==> src/design/hps_pkg.sv <==
// ----------------------------------------------------------------------------
// hps_pkg
// Types, constants and the microcode table of the Heston path stepper.
// ----------------------------------------------------------------------------
package hps_pkg;

  localparam int DRAW_BITS  = 12;
  localparam int QUART_BITS = 2 * DRAW_BITS + 2;
  localparam int PC_W       = 6;
  localparam logic [PC_W-1:0] PROG_LAST = 6'd39;
  localparam logic signed [31:0] DRAW_ONE_SQ = 32'sd16777216;  // 1.0 squared in Q4.12 pairs
  localparam logic signed [63:0] I32_MAX = 64'sd2147483647;
  localparam logic signed [63:0] I32_MIN = -64'sd2147483648;

  localparam logic [2:0] REG_KAPPA = 3'd0;
  localparam logic [2:0] REG_THETA = 3'd1;
  localparam logic [2:0] REG_SIGMA = 3'd2;
  localparam logic [2:0] REG_RATE  = 3'd3;
  localparam logic [2:0] REG_DT    = 3'd4;
  localparam logic [2:0] REG_V0    = 3'd5;
  localparam logic [2:0] REG_S0    = 3'd6;

  typedef enum logic [4:0] {
    S_IDLE  = 5'b00001,
    S_ISSUE = 5'b00010,
    S_MUL   = 5'b00100,
    S_SQRT  = 5'b01000,
    S_PUSH  = 5'b10000
  } state_t;

  typedef enum logic [2:0] {
    OP_MUL, OP_SQRT, OP_LD, OP_ADD, OP_SUB, OP_SAT
  } op_t;

  typedef enum logic [3:0] {
    SRC_KAPPA, SRC_THETA, SRC_SIGMA, SRC_RATE, SRC_DT, SRC_V, SRC_P,
    SRC_ZV, SRC_ZS, SRC_ZP, SRC_T0, SRC_T1, SRC_T2, SRC_T3, SRC_ONE, SRC_ZSQ
  } src_t;

  typedef enum logic [1:0] {
    SH_NONE, SH_FRAC, SH_DRAW, SH_QUART
  } shift_t;

  typedef enum logic [2:0] {
    DST_T0, DST_T1, DST_T2, DST_T3, DST_V, DST_P, DST_NONE
  } dst_t;

  typedef struct packed {
    op_t    op;
    src_t   a;
    src_t   b;
    shift_t sh;
    dst_t   dst;
  } uop_t;

  function automatic uop_t mk(input op_t op, input src_t a, input src_t b,
                              input shift_t sh, input dst_t dst);
    uop_t u;
    u.op = op; u.a = a; u.b = b; u.sh = sh; u.dst = dst;
    return u;
  endfunction

  // variance step, then price step
  function automatic uop_t uop_at(input logic [PC_W-1:0] pc);
    uop_t u;
    case (pc)
      6'd0:  u = mk(OP_LD,   SRC_THETA, SRC_ONE,   SH_NONE,  DST_NONE);
      6'd1:  u = mk(OP_SUB,  SRC_V,     SRC_ONE,   SH_NONE,  DST_NONE);
      6'd2:  u = mk(OP_SAT,  SRC_ONE,   SRC_ONE,   SH_NONE,  DST_T0);
      6'd3:  u = mk(OP_MUL,  SRC_KAPPA, SRC_T0,    SH_FRAC,  DST_T0);
      6'd4:  u = mk(OP_MUL,  SRC_T0,    SRC_DT,    SH_FRAC,  DST_T1);
      6'd5:  u = mk(OP_MUL,  SRC_V,     SRC_DT,    SH_FRAC,  DST_T0);
      6'd6:  u = mk(OP_SQRT, SRC_T0,    SRC_ONE,   SH_NONE,  DST_T0);
      6'd7:  u = mk(OP_MUL,  SRC_SIGMA, SRC_T0,    SH_FRAC,  DST_T0);
      6'd8:  u = mk(OP_MUL,  SRC_T0,    SRC_ZV,    SH_DRAW,  DST_T2);
      6'd9:  u = mk(OP_MUL,  SRC_SIGMA, SRC_SIGMA, SH_FRAC,  DST_T0);
      6'd10: u = mk(OP_MUL,  SRC_T0,    SRC_DT,    SH_FRAC,  DST_T0);
      6'd11: u = mk(OP_MUL,  SRC_ZV,    SRC_ZV,    SH_NONE,  DST_T3);
      6'd12: u = mk(OP_LD,   SRC_T3,    SRC_ONE,   SH_NONE,  DST_NONE);
      6'd13: u = mk(OP_SUB,  SRC_ZSQ,   SRC_ONE,   SH_NONE,  DST_NONE);
      6'd14: u = mk(OP_SAT,  SRC_ONE,   SRC_ONE,   SH_NONE,  DST_T3);
      6'd15: u = mk(OP_MUL,  SRC_T0,    SRC_T3,    SH_QUART, DST_T0);
      6'd16: u = mk(OP_LD,   SRC_V,     SRC_ONE,   SH_NONE,  DST_NONE);
      6'd17: u = mk(OP_ADD,  SRC_T1,    SRC_ONE,   SH_NONE,  DST_NONE);
      6'd18: u = mk(OP_ADD,  SRC_T2,    SRC_ONE,   SH_NONE,  DST_NONE);
      6'd19: u = mk(OP_ADD,  SRC_T0,    SRC_ONE,   SH_NONE,  DST_NONE);
      6'd20: u = mk(OP_SAT,  SRC_ONE,   SRC_ONE,   SH_NONE,  DST_V);
      6'd21: u = mk(OP_MUL,  SRC_V,     SRC_DT,    SH_FRAC,  DST_T0);
      6'd22: u = mk(OP_SQRT, SRC_T0,    SRC_ONE,   SH_NONE,  DST_T0);
      6'd23: u = mk(OP_MUL,  SRC_T0,    SRC_ZS,    SH_DRAW,  DST_T1);
      6'd24: u = mk(OP_MUL,  SRC_RATE,  SRC_DT,    SH_FRAC,  DST_T0);
      6'd25: u = mk(OP_LD,   SRC_ONE,   SRC_ONE,   SH_NONE,  DST_NONE);
      6'd26: u = mk(OP_ADD,  SRC_T0,    SRC_ONE,   SH_NONE,  DST_NONE);
      6'd27: u = mk(OP_ADD,  SRC_T1,    SRC_ONE,   SH_NONE,  DST_NONE);
      6'd28: u = mk(OP_SAT,  SRC_ONE,   SRC_ONE,   SH_NONE,  DST_T0);
      6'd29: u = mk(OP_MUL,  SRC_P,     SRC_T0,    SH_FRAC,  DST_T1);
      6'd30: u = mk(OP_MUL,  SRC_P,     SRC_P,     SH_FRAC,  DST_T0);
      6'd31: u = mk(OP_MUL,  SRC_T0,    SRC_DT,    SH_FRAC,  DST_T0);
      6'd32: u = mk(OP_MUL,  SRC_ZP,    SRC_ZP,    SH_NONE,  DST_T2);
      6'd33: u = mk(OP_LD,   SRC_T2,    SRC_ONE,   SH_NONE,  DST_NONE);
      6'd34: u = mk(OP_SUB,  SRC_ZSQ,   SRC_ONE,   SH_NONE,  DST_NONE);
      6'd35: u = mk(OP_SAT,  SRC_ONE,   SRC_ONE,   SH_NONE,  DST_T2);
      6'd36: u = mk(OP_MUL,  SRC_T0,    SRC_T2,    SH_QUART, DST_T0);
      6'd37: u = mk(OP_LD,   SRC_T1,    SRC_ONE,   SH_NONE,  DST_NONE);
      6'd38: u = mk(OP_ADD,  SRC_T0,    SRC_ONE,   SH_NONE,  DST_NONE);
      6'd39: u = mk(OP_SAT,  SRC_ONE,   SRC_ONE,   SH_NONE,  DST_P);
      default: u = mk(OP_LD, SRC_ONE,   SRC_ONE,   SH_NONE,  DST_NONE);
    endcase
    return u;
  endfunction

  // {overflow, clipped value}
  function automatic logic [32:0] sat32(input logic signed [63:0] x);
    logic [32:0] r;
    if (x > I32_MAX) begin
      r = {1'b1, 32'h7FFF_FFFF};
    end else if (x < I32_MIN) begin
      r = {1'b1, 32'h8000_0000};
    end else begin
      r = {1'b0, x[31:0]};
    end
    return r;
  endfunction

endpackage

==> src/design/heston_path_step.sv <==
// ----------------------------------------------------------------------------
// heston_path_step
// Heston path stepper: Milstein variance step and price update per beat,
// sequenced by microcode over a bit-serial multiplier and a 2-bit-per-cycle
// square root.
//
//   channel | dir | handshake            | payload
//   in      | in  | in_valid / in_ready  | path_start, normal_var, normal_price
//   out     | out | out_valid / out_ready| price, variance, saturated
//   cfg     | in  | cfg_valid / cfg_ready| cfg_index, cfg_data
//
// Path-start beat: goes straight to the push state, then the output register.
// Step beat: 17 multiplies, 2 roots and 21 accumulate steps, run in order by
// the microcode. One beat in flight at a time.
// Synchronous active-low reset restores default registers and zero state.
// A stalled output holds the finished result; in_ready returns once it moves.
// ----------------------------------------------------------------------------
module heston_path_step import hps_pkg::*; #(
  parameter int FRAC_BITS = 16
) (
  input  logic               clk,
  input  logic               rst_n,
  input  logic               in_valid,
  output logic               in_ready,
  input  logic               in_path_start,
  input  logic signed [15:0] in_normal_var,
  input  logic signed [15:0] in_normal_price,
  output logic               out_valid,
  input  logic               out_ready,
  output logic signed [31:0] out_price,
  output logic [30:0]        out_variance,
  output logic               out_saturated,
  input  logic               cfg_valid,
  output logic               cfg_ready,
  input  logic [2:0]         cfg_index,
  input  logic [31:0]        cfg_data
);

  localparam int XW   = 32 + FRAC_BITS;
  localparam int XW2  = XW + (XW % 2);
  localparam int RTW  = XW2 / 2;
  localparam int RW   = RTW + 2;
  localparam int SCW  = $clog2(RTW);
  localparam logic [SCW-1:0] SQ_LAST = SCW'(RTW - 1);
  localparam logic signed [31:0] ONE_Q = 32'sd1 <<< FRAC_BITS;

  state_t state_r;
  logic [PC_W-1:0] pc_r;
  uop_t u;

  logic [30:0] kappa_r, theta_r, sigma_r, dt_r, v0_r, s0_r;
  logic signed [31:0] rate_r;
  logic [30:0] v_r;
  logic signed [31:0] p_r;
  logic signed [15:0] zp_r, zv_r, zs_r;
  logic signed [31:0] t0_r, t1_r, t2_r, t3_r;
  logic signed [35:0] acc_r;
  logic flag_r;

  logic signed [31:0] ma_r;
  logic signed [33:0] mhi_r;
  logic [31:0] mlo_r;
  logic [4:0] mcnt_r;
  logic mul_wb_r;
  logic sqrt_wb_r;

  logic [XW2-1:0] xs_r;
  logic [RW-1:0] rem_r;
  logic [RTW-1:0] root_r;
  logic [SCW-1:0] scnt_r;

  logic signed [31:0] op_a, op_b;
  logic signed [33:0] maddend, msum;
  logic signed [63:0] prod, prod_sh;
  logic [32:0] mres, ares;
  logic [RW-1:0] rem2, trial;
  logic signed [31:0] wres;
  logic wovf;
  logic in_fire;

  assign u         = uop_at(pc_r);
  assign in_ready  = (state_r == S_IDLE);
  assign cfg_ready = 1'b1;
  assign in_fire   = in_valid && in_ready;

  always_comb begin
    case (u.a)
      SRC_KAPPA: op_a = {1'b0, kappa_r};
      SRC_THETA: op_a = {1'b0, theta_r};
      SRC_SIGMA: op_a = {1'b0, sigma_r};
      SRC_RATE:  op_a = rate_r;
      SRC_DT:    op_a = {1'b0, dt_r};
      SRC_V:     op_a = {1'b0, v_r};
      SRC_P:     op_a = p_r;
      SRC_ZV:    op_a = 32'(zv_r);
      SRC_ZS:    op_a = 32'(zs_r);
      SRC_ZP:    op_a = 32'(zp_r);
      SRC_T0:    op_a = t0_r;
      SRC_T1:    op_a = t1_r;
      SRC_T2:    op_a = t2_r;
      SRC_T3:    op_a = t3_r;
      SRC_ONE:   op_a = ONE_Q;
      SRC_ZSQ:   op_a = DRAW_ONE_SQ;
      default:   op_a = '0;
    endcase
    case (u.b)
      SRC_KAPPA: op_b = {1'b0, kappa_r};
      SRC_THETA: op_b = {1'b0, theta_r};
      SRC_SIGMA: op_b = {1'b0, sigma_r};
      SRC_RATE:  op_b = rate_r;
      SRC_DT:    op_b = {1'b0, dt_r};
      SRC_V:     op_b = {1'b0, v_r};
      SRC_P:     op_b = p_r;
      SRC_ZV:    op_b = 32'(zv_r);
      SRC_ZS:    op_b = 32'(zs_r);
      SRC_ZP:    op_b = 32'(zp_r);
      SRC_T0:    op_b = t0_r;
      SRC_T1:    op_b = t1_r;
      SRC_T2:    op_b = t2_r;
      SRC_T3:    op_b = t3_r;
      SRC_ONE:   op_b = ONE_Q;
      SRC_ZSQ:   op_b = DRAW_ONE_SQ;
      default:   op_b = '0;
    endcase
  end

  // shift-add multiplier, sign bit of the multiplier weighs negative
  always_comb begin
    if (mlo_r[0]) begin
      maddend = (mcnt_r == 5'd31) ? -34'(ma_r) : 34'(ma_r);
    end else begin
      maddend = '0;
    end
    msum = mhi_r + maddend;
    prod = {mhi_r[31:0], mlo_r};
    case (u.sh)
      SH_FRAC:  prod_sh = prod >>> FRAC_BITS;
      SH_DRAW:  prod_sh = prod >>> DRAW_BITS;
      SH_QUART: prod_sh = prod >>> QUART_BITS;
      default:  prod_sh = prod;
    endcase
    mres = sat32(prod_sh);
    ares = sat32(64'(acc_r));
  end

  always_comb begin
    rem2  = {rem_r[RW-3:0], xs_r[XW2-1 -: 2]};
    trial = {root_r, 2'b01};
  end

  always_comb begin
    if (mul_wb_r) begin
      wres = mres[31:0];
      wovf = mres[32];
    end else if (sqrt_wb_r) begin
      wres = 32'(root_r);
      wovf = 1'b0;
    end else begin
      wres = ares[31:0];
      wovf = ares[32];
    end
  end

  always_ff @(posedge clk) begin
    if (!rst_n) begin
      kappa_r <= 31'd1376256;
      theta_r <= 31'd6554;
      sigma_r <= 31'd19661;
      rate_r  <= 32'sd5898;
      dt_r    <= 31'd260;
      v0_r    <= 31'd2621;
      s0_r    <= 31'd6553600;
    end else if (cfg_valid && cfg_ready) begin
      case (cfg_index)
        REG_KAPPA: kappa_r <= cfg_data[30:0];
        REG_THETA: theta_r <= cfg_data[30:0];
        REG_SIGMA: sigma_r <= cfg_data[30:0];
        REG_RATE:  rate_r  <= cfg_data;
        REG_DT:    dt_r    <= cfg_data[30:0];
        REG_V0:    v0_r    <= cfg_data[30:0];
        REG_S0:    s0_r    <= cfg_data[30:0];
        default: ;
      endcase
    end
  end

  always_ff @(posedge clk) begin
    if (!rst_n) begin
      state_r   <= S_IDLE;
      pc_r      <= '0;
      v_r       <= '0;
      p_r       <= '0;
      zp_r      <= '0;
      flag_r    <= 1'b0;
      out_valid <= 1'b0;
      mul_wb_r  <= 1'b0;
      sqrt_wb_r <= 1'b0;
      mcnt_r    <= '0;
      scnt_r    <= '0;
    end else begin
      if (out_valid && out_ready && state_r != S_PUSH) begin
        out_valid <= 1'b0;
      end
      case (state_r)
        S_IDLE: begin
          if (in_fire) begin
            zv_r   <= in_normal_var;
            zs_r   <= in_normal_price;
            flag_r <= 1'b0;
            pc_r   <= '0;
            if (in_path_start) begin
              v_r     <= v0_r;
              p_r     <= {1'b0, s0_r};
              zp_r    <= in_normal_price;
              state_r <= S_PUSH;
            end else begin
              state_r <= S_ISSUE;
            end
          end
        end
        S_ISSUE: begin
          if (mul_wb_r || sqrt_wb_r || u.op == OP_SAT) begin
            case (u.dst)
              DST_T0: t0_r <= wres;
              DST_T1: t1_r <= wres;
              DST_T2: t2_r <= wres;
              DST_T3: t3_r <= wres;
              DST_V:  v_r  <= wres[31] ? '0 : wres[30:0];
              DST_P:  p_r  <= wres;
              default: ;
            endcase
            flag_r    <= flag_r | wovf;
            mul_wb_r  <= 1'b0;
            sqrt_wb_r <= 1'b0;
            if (pc_r == PROG_LAST) begin
              zp_r    <= zs_r;
              state_r <= S_PUSH;
            end else begin
              pc_r <= pc_r + 1'b1;
            end
          end else begin
            case (u.op)
              OP_LD:  begin acc_r <= 36'(op_a); pc_r <= pc_r + 1'b1; end
              OP_ADD: begin acc_r <= acc_r + 36'(op_a); pc_r <= pc_r + 1'b1; end
              OP_SUB: begin acc_r <= acc_r - 36'(op_a); pc_r <= pc_r + 1'b1; end
              OP_MUL: begin
                ma_r    <= op_a;
                mhi_r   <= '0;
                mlo_r   <= op_b;
                mcnt_r  <= '0;
                state_r <= S_MUL;
              end
              OP_SQRT: begin
                xs_r    <= XW2'(op_a[31] ? 31'd0 : op_a[30:0]) << FRAC_BITS;
                rem_r   <= '0;
                root_r  <= '0;
                scnt_r  <= '0;
                state_r <= S_SQRT;
              end
              default: pc_r <= pc_r + 1'b1;
            endcase
          end
        end
        S_MUL: begin
          mhi_r  <= msum >>> 1;
          mlo_r  <= {msum[0], mlo_r[31:1]};
          mcnt_r <= mcnt_r + 1'b1;
          if (mcnt_r == 5'd31) begin
            mul_wb_r <= 1'b1;
            state_r  <= S_ISSUE;
          end
        end
        S_SQRT: begin
          xs_r   <= xs_r << 2;
          scnt_r <= scnt_r + 1'b1;
          if (rem2 >= trial) begin
            rem_r  <= rem2 - trial;
            root_r <= {root_r[RTW-2:0], 1'b1};
          end else begin
            rem_r  <= rem2;
            root_r <= {root_r[RTW-2:0], 1'b0};
          end
          if (scnt_r == SQ_LAST) begin
            sqrt_wb_r <= 1'b1;
            state_r   <= S_ISSUE;
          end
        end
        S_PUSH: begin
          if (!out_valid || out_ready) begin
            out_valid     <= 1'b1;
            out_price     <= p_r;
            out_variance  <= v_r;
            out_saturated <= flag_r;
            state_r       <= S_IDLE;
          end
        end
        default: state_r <= S_IDLE;
      endcase
    end
  end

`ifndef SYNTHESIS
  a_push_src: assert property (@(posedge clk) disable iff (!rst_n)
    $rose(out_valid) |-> $past(state_r == S_PUSH))
    else $error("result appeared outside push");
  a_busy: assert property (@(posedge clk) disable iff (!rst_n)
    in_fire |=> !in_ready)
    else $error("took a beat while busy");
  a_pc: assert property (@(posedge clk) disable iff (!rst_n)
    pc_r <= PROG_LAST)
    else $error("microcode pc out of range");
  a_wb: assert property (@(posedge clk) disable iff (!rst_n)
    !(mul_wb_r && sqrt_wb_r))
    else $error("two pending write-backs");
`endif

endmodule

==> config.mk <==
export PLATFORM = sky130hd
export DESIGN_NAME = heston_path_step
export DESIGN_NICKNAME = d
export VERILOG_FILES = /design/src/design/hps_pkg.sv /design/src/design/heston_path_step.sv
export SDC_FILE = /design/constraint.sdc
export NUM_CORES = 2
export LEC_CHECK = 0
export BUFFER_PORTS_ARGS = -buffer_cell sky130_fd_sc_hd__buf_2
export CAP_MARGIN = 0
export CORE_MARGIN = 5
export CORE_UTILIZATION = 35
export CTS_CLUSTER_DIAMETER = 30
export DETAILED_ROUTE_END_ITERATION = 6
export GPL_TIMING_DRIVEN = 0
export PLACE_DENSITY = 0.47
export SLEW_MARGIN = 20
export SYNTH_ARGS = -nofsm -noshare
export SYNTH_HDL_FRONTEND = slang
export SYNTH_SLANG_ARGS = --single-unit
==> constraint.sdc <==
create_clock -name clk -period 13.3 [get_ports clk]
set_input_delay 0 -clock clk [delete_from_list [all_inputs] [get_ports clk]]
set_output_delay 0 -clock clk [all_outputs]
set_load 0.01 [all_outputs]
; ---- Word-level counts from Yosys, hierarchy flattened
; Memories as Yosys holds them, arrays and structs flattened. A register that Yosys moved wholly into a read port is not among the register bits.
; Index checks and enable logic that the tools add are counted.
[totals]
regBits = 776
mem_bits_ro = 1024
in_bits = 73
mem_count = 1
[op_classes]
n_addsub = 8
magnitude_cmp = 5
eq_ne = 74
muxes = 81
n_bitwise = 2
n_reduce_logical = 44
[mem_list]
columns = memory, words, width, read_ports, rd_ports_with_merged_regs, wr, line_no
row1 = (no name shown), 64, 16, 1, 1, 0, hps_pkg.sv:66  ; case (pc)
[op_table]
columns = cell, n
row1 = $pmux W32 S16, 2
row2 = $mux W32, 8
row3 = $pmux W63 S3, 1
row4 = $mux W31, 6
row5 = $mux W34, 4
row6 = $mux W33, 4
row7 = $pmux W32 S2, 2
row8 = $mux W24, 5
row9 = $pmux W36 S3, 1
row10 = $mux W48, 2
row11 = $pmux W24 S2, 2
row12 = $pmux W48 S2, 1
row13 = $pmux W34 S2, 1
row14 = $eq A4 B4 Y1 const B, 16
row15 = $gt A64 B32 Y1 const B, 1
row16 = $lt A64 B32 Y1 const B, 1
row17 = $mux W16, 4
row18 = $pmux W31 S2, 1
row19 = $mux W5, 11
row20 = $add A36 B32 Y36, 1
row21 = $gt A36 B32 Y1 const B, 1
row22 = $lt A36 B32 Y1 const B, 1
row23 = $mux W6, 6
row24 = $reduce_and A4 Y1, 9
row25 = other kinds (46), 123

; ---- Logic depth before layout (Yosys ltp)
[depth]
ltp_word = 10
ltp_mapped = 26
mapped_depth_nobuf = 22

; ---- Worst setup path before layout
; Ideal clock, no wire load.
[synth_timing]
kind = register -> register
from = reg, netlist name u[10]
to = reg acc_r[35], data pin
setup_ps = 264
arrival_ps = 5764
required_ps = 13036
setup_slack_ps = 7272
path_stages_with_launch = 26
n_path_buf = 4
synth_period_minus_slack_ps = 6028
cell_sequence = dfxtp_1 > buf_2 > buf_4 > buf_2 > buf_2 > mux2_2 > a221oi_1 > o22ai_1 > a31oi_1 > ha_1 > nor3b_1 > and3_1 > or3b_4 > o21ai_0 > xor2_1 > ha_1 > and3_1 > and2_1 > nand3_1 > a2111oi_0 > o2111ai_1 > a21o_1 > a311o_1 > or4_1 > o311ai_0 > nor2_1
[synth_via]
elab_chain_cells = 4
elab_cells_between_ends = 20
[synth_rtl]
columns = item, line_no
row1 = "$eq A4 B4 Y1, or another cell as far along", heston_path_step.sv:87  ; case (u.a)
row2 = $pmux W32 S16 (*), heston_path_step.sv:87
row3 = $sub A36 B32 Y36 or $add A36 B32 Y36 (tied branches), "heston_path_step.sv:245, heston_path_step.sv:244"
row4 = $pmux W36 S3 (*), heston_path_step.sv:242  ; case (u.op)
row5 = end signal: assignment, heston_path_step.sv:243  ; OP_LD: begin acc_r <= 36'(op_a); pc_r <= pc_r + 1'b1; end
row6 = end signal: assignment, heston_path_step.sv:244  ; OP_ADD: begin acc_r <= acc_r + 36'(op_a); pc_r <= pc_r + 1'b1; end
row7 = end signal: assignment, heston_path_step.sv:245  ; OP_SUB: begin acc_r <= acc_r - 36'(op_a); pc_r <= pc_r + 1'b1; end
row8 = end: declaration, heston_path_step.sv:57  ; logic signed [35:0] acc_r;
; Mark *: on every way between the ends. The rest lies on a longest branch, timed or not.
; A chain may end at the register's enable or synchronous reset.

; ---- Final worst setup path
[layout_timing]
from = reg, netlist name u[11]
to = reg acc_r[35], data pin
[layout_via]
elab_chain_cells = 4
elab_cells_between_ends = 20
[layout_rtl]
columns = item, line_no
row1 = "$eq A4 B4 Y1, or another cell as far along", heston_path_step.sv:87
row2 = $pmux W32 S16 (*), heston_path_step.sv:87
row3 = via op_a[6], heston_path_step.sv:72  ; logic signed [31:0] op_a, op_b;
row4 = $sub A36 B32 Y36 or $add A36 B32 Y36 (tied branches), "heston_path_step.sv:245, heston_path_step.sv:244"
row5 = $pmux W36 S3 (*), heston_path_step.sv:242
; Mark *: on every way through the listed nets, which the timed path passes. The rest lies on a longest branch.

==> results.py <==
metrics = {
    "synthesis": {
        "yosysSeqAreaShare_pct": 47.2,
        "synthMuxAreaShare_pct": 4.84,
        "yosysTopAreaCellShare_pct": 31.1,
        "synth_xor_area_share_pct": 2.93,
        "postSynthCellCount": 4471,
        "avgSynthCellArea_um2": 9.43,
        "synthDistinctLibCells": 93,
        "yosys.area_share.simple_pct": 16.3,
        "synth_fa_ha_area_share_pct": 3.30,
        "netlist_area_mm2": 0.0422,
        "ys_ff_latch": 775,
        "synth_top_family_by_area": "compound AO/OA/AOI/OAI gates",
        "synth_edf_count": 437,
        "synth_compound_area_share_pct": 21.6,
        "synth_ff_type": "edfxtp_1",
        "async_reset_ff_share_pct": 0,
        "yosys-top-cells-area": "edfxtp_1, dfxtp_1, nand2_1",
        "synth_fp_nets": 4654,
        "yosysWarnings": 0,
        "synth.largest_area_cell": "edfxtp_1",
    },
    "setup_path": {
        "critical_path.max_stage_delay_ns": 0.96,
        "critPathLaunch": "u[11]$_DFF_P_",
        "start_kind": "register",
        "reg2reg_from": "u[11]$_DFF_P_",
        "crit_slowest_cell": "a31oi_1",
        "cp_num_buf_inv": 5,
        "cp.depth": 22,
        "cp_data_arrival_time_ns": 9.82,
        "rr_worst_depth": 22,
        "worstPathRequired_ns": 13.85,
        "worstSetupPathType": "reg2reg",
        "cp-end-kind": "register",
        "critPathTopFamily": "compound AO/OA/AOI/OAI gates",
        "critical_path.max_fanout": 10,
        "crit_chain": "clkbuf_2 -> clkbuf_1 -> clkbuf_1 -> buf_1 -> o211ai_1 -> a31oi_1 -> inv_1 -> and3_1 -> or3b_4 -> o21ai_0 -> xor2_1 -> ha_1 -> and3_1 -> and2_1 -> nand3_1 -> a2111oi_1 -> o2111ai_1 -> a21o_1 -> a311o_1 -> or4_1 -> o311ai_0 -> nor2_1",
    },
    "flow_run": {
        "cap_violations": 0,
    },
    "timing": {
        "skew_ns": 0.0520,
        "worstMarginPinSlew_ns": 1.43,
        "slew_viol_final": 0,
        "final.setup.tns_ns": 0,
        "hold_violations": 0,
        "slew_headroom_pct": 4.91,
        "period_minus_slack_ns": 9.27,
        "period_share_pct": 69.7,
        "fin_ws_ns": 4.03,
        "rsz0062_at_grt": "no",
        "fmax_mhz": 108,
        "finalSetupViolations": 0,
    },
    "placement": {
        "dpl.hpwl_um": 182000,
        "io_buffer_count": 138,
        "post-place-ws_ns": 4.43,
        "gp_congestion": 1.04,
    },
    "layout": {
        "multi_input_area_mm2": 0.0210,
        "num-nets-final": 5193,
        "regArea_mm2": 0.0199,
        "fillers": 11500,
        "areaGrowthSynthToFinish_pct": 29.6,
        "final_util_pct": 45.6,
        "drive_gt1_share_pct": 15.8,
    },
    "clocking": {
        "cts-root-buf": "clkbuf_16",
        "cts_tree": "built",
        "clk_latency_ns": 0.83,
        "clockBufferDepth": 3,
        "cts_sinks": 775,
        "cts_made_buffers": 207,
        "clkTransAtPathRegs_ns": 0.05,
        "cts_setup_buffers": 0,
        "htreeDepth": 4,
    },
    "min_path": {
        "hp-start": "in_normal_price[1]",
        "min_path_cells": 4,
        "hold_path_class": "in2reg",
    },
    "power": {
        "seqPwrFrac_pct": 30.7,
        "power.internal_w": 0.00641,
        "p_sw_share_pct": 26.2,
        "peakVddDrop_v": 0.000139,
        "static-leakage-power_nw": 20.0,
        "switchingPower_w": 0.00228,
        "p_per_area_mw_per_mm2": 159,
        "p_clk_share_pct": 60.0,
        "comb_power_share_pct": 9.3,
    },
    "die": {
        "start_util_pct": 35.2,
        "die_h_um": 357,
        "die_x_um": 357,
        "dieArea_mm2": 0.127,
        "num_rows": 127,
        "core_mm2": 0.120,
        "io_pins": 140,
    },
    "global_route": {
        "first_global_vias": 39700,
        "gr-total-overflow": 0,
        "antenna_found_initial": 21,
        "grtUsageMet2_pct": 51.6,
        "grt_util_met3_pct": 10.4,
        "met1_usage_pct": 52.6,
        "grt_usage_pct": 37.2,
        "grt_pass1_wl_um": 329000,
        "grt_max_degree": 29,
        "top_usage_layer": "met1",
    },
    "outcome": {
        "violations": "DRC",
        "status": "finished, violations left",
    },
    "detailed_routing": {
        "wl_um": 244000,
        "vias": 42700,
        "vias_per_cell": 6.27,
        "final_antenna_net_count": 0,
        "dr.pass1.iters": 7,
        "route.detailed.drc": 8,
        "first_iter_violations": 6164,
        "wl_per_cell_um": 35.8,
    },
}
## worst paths after layout
check	end	slack (ns)
max	acc_r[35]$_DFFE_PP_	4.03
min	zp_r[1]$_SDFFE_PN0P_	0.05
max reg2reg	acc_r[35]$_DFFE_PP_	4.03
min reg2reg	out_saturated$_DFFE_PP_	0.43
## cell type report
class                      instances  area share, %
multi-input combinational       3289           38.4
sequential                       775           36.4
clock buffer                     253           10.3
timing repair buffer             330           4.96
tap                             1612           3.69
clock inverter                   141           3.17
buffer                           316           2.44
inverter                          91          0.625
antenna                           13         0.0596
## synthesized netlist by cell type, drive strengths merged (28+ instances only)
master	n
o21ai	248
a221oi	68
nand4	52
mux2	28
mux2i	53
a22oi	118
xor2	49
and2	47
nand2	696
nor3	47
mux4	53
o211ai	34
nand3	85
clkbuf	259
and3	37
buf	57
a31oi	45
xnor2	92
inv	88
dfxtp	338
nand2b	41
nor2b	36
a22o	79
edfxtp	437
a21o	54
nor2	351
ha	108
a21oi	469
## flip-flops by register name (all words and copies together), names as in the netlist, 24 cells and up
| name | count |
|---|---|
| v0_r | 31 |
| p_r | 32 |
| t1_r | 32 |
| out_price | 32 |
| t0_r | 32 |
| acc_r | 36 |
| rem_r | 24 |
| s0_r | 31 |
| xs_r | 32 |
| mhi_r | 33 |
| kappa_r | 31 |
| theta_r | 31 |
| mlo_r | 32 |
| v_r | 31 |
| root_r | 24 |
| rate_r | 32 |
| t3_r | 32 |
| ma_r | 32 |
| sigma_r | 31 |
| t2_r | 32 |
| out_variance | 31 |
| dt_r | 31 |
## repair_timing
| action | CTS | global route |
|---|---|---|
| hold buffers | 114 | 0 |
| gates resized for setup | 0 | 0 |
| setup endpoints to repair | 0 | 0 |
| hold endpoints to repair | 281 | 0 |
## metrics by stage
step | hold WS [ns] | cell area [um2] | power, W | instances
6_report | 0.0487 | 54600 | 0.00869 | 6820
5_1_grt | 0.0638 | 54600 | 0.00889 | 6807
4_1_cts | 0.00753 | 54600 | 0.00868 | 6807
3_5_place_dp | 0.179 | 46100 | 0.00345 | 6299
3_3_place_gp | 0.176 | 44900 | 0.00343 | 6221
2_1_floorplan | 0.0989 | 42200 | 0.00306 | 4471
## logic make-up after synthesis
| kind of cell | count (synthesis) |
|---|---|
| multiplexers | 134 |
| XOR/XNOR | 141 |
| flip-flops | 775 |
| adder cells (fa/ha/maj) | 110 |
| AND/OR/NAND/NOR | 1515 |
| buffers and inverters | 407 |
| other | 1 |
| AO/OA/AOI/OAI | 1388 |
## placed cells by master (no fill, tap or decap), types with 54 or more instances in the layout
cell type	n
dfxtp_1	338
clkbuf_1	239
a22oi_1	118
a22o_1	79
a21o_1	54
nand2_1	696
xnor2_1	92
a21oi_1	463
buf_2	173
nand3_1	85
nor2_1	346
dlygate4sd3_1	114
inv_1	88
ha_1	108
o21ai_0	237
a221oi_1	68
clkbuf_16	213
edfxtp_1	437
## metal layers
metal  vias to the layer above  share of wire [%]
met5                         -              0.019
met4                         6                5.9
met3                       637                 11
met2                      2968                 40
met1                     21300                 43
li1                      17900                  -
## worst min-delay path: stages
cell           delay [ns]
dlygate4sd3_1        0.54
buf_2                0.14
nand2_1              0.06
a311oi_1             0.08
## power by group through the flow
stage          sequential, W  combinational [W]  clock, W
2_1_floorplan        0.00267           0.000399         0
3_3_place_gp         0.00271           0.000721         0
3_5_place_dp         0.00271           0.000744         0
4_1_cts              0.00266           0.000773   0.00524
5_1_grt              0.00267           0.000833   0.00539
6_report             0.00267           0.000806   0.00521
Note: power is estimated with default switching activity, not from simulation.
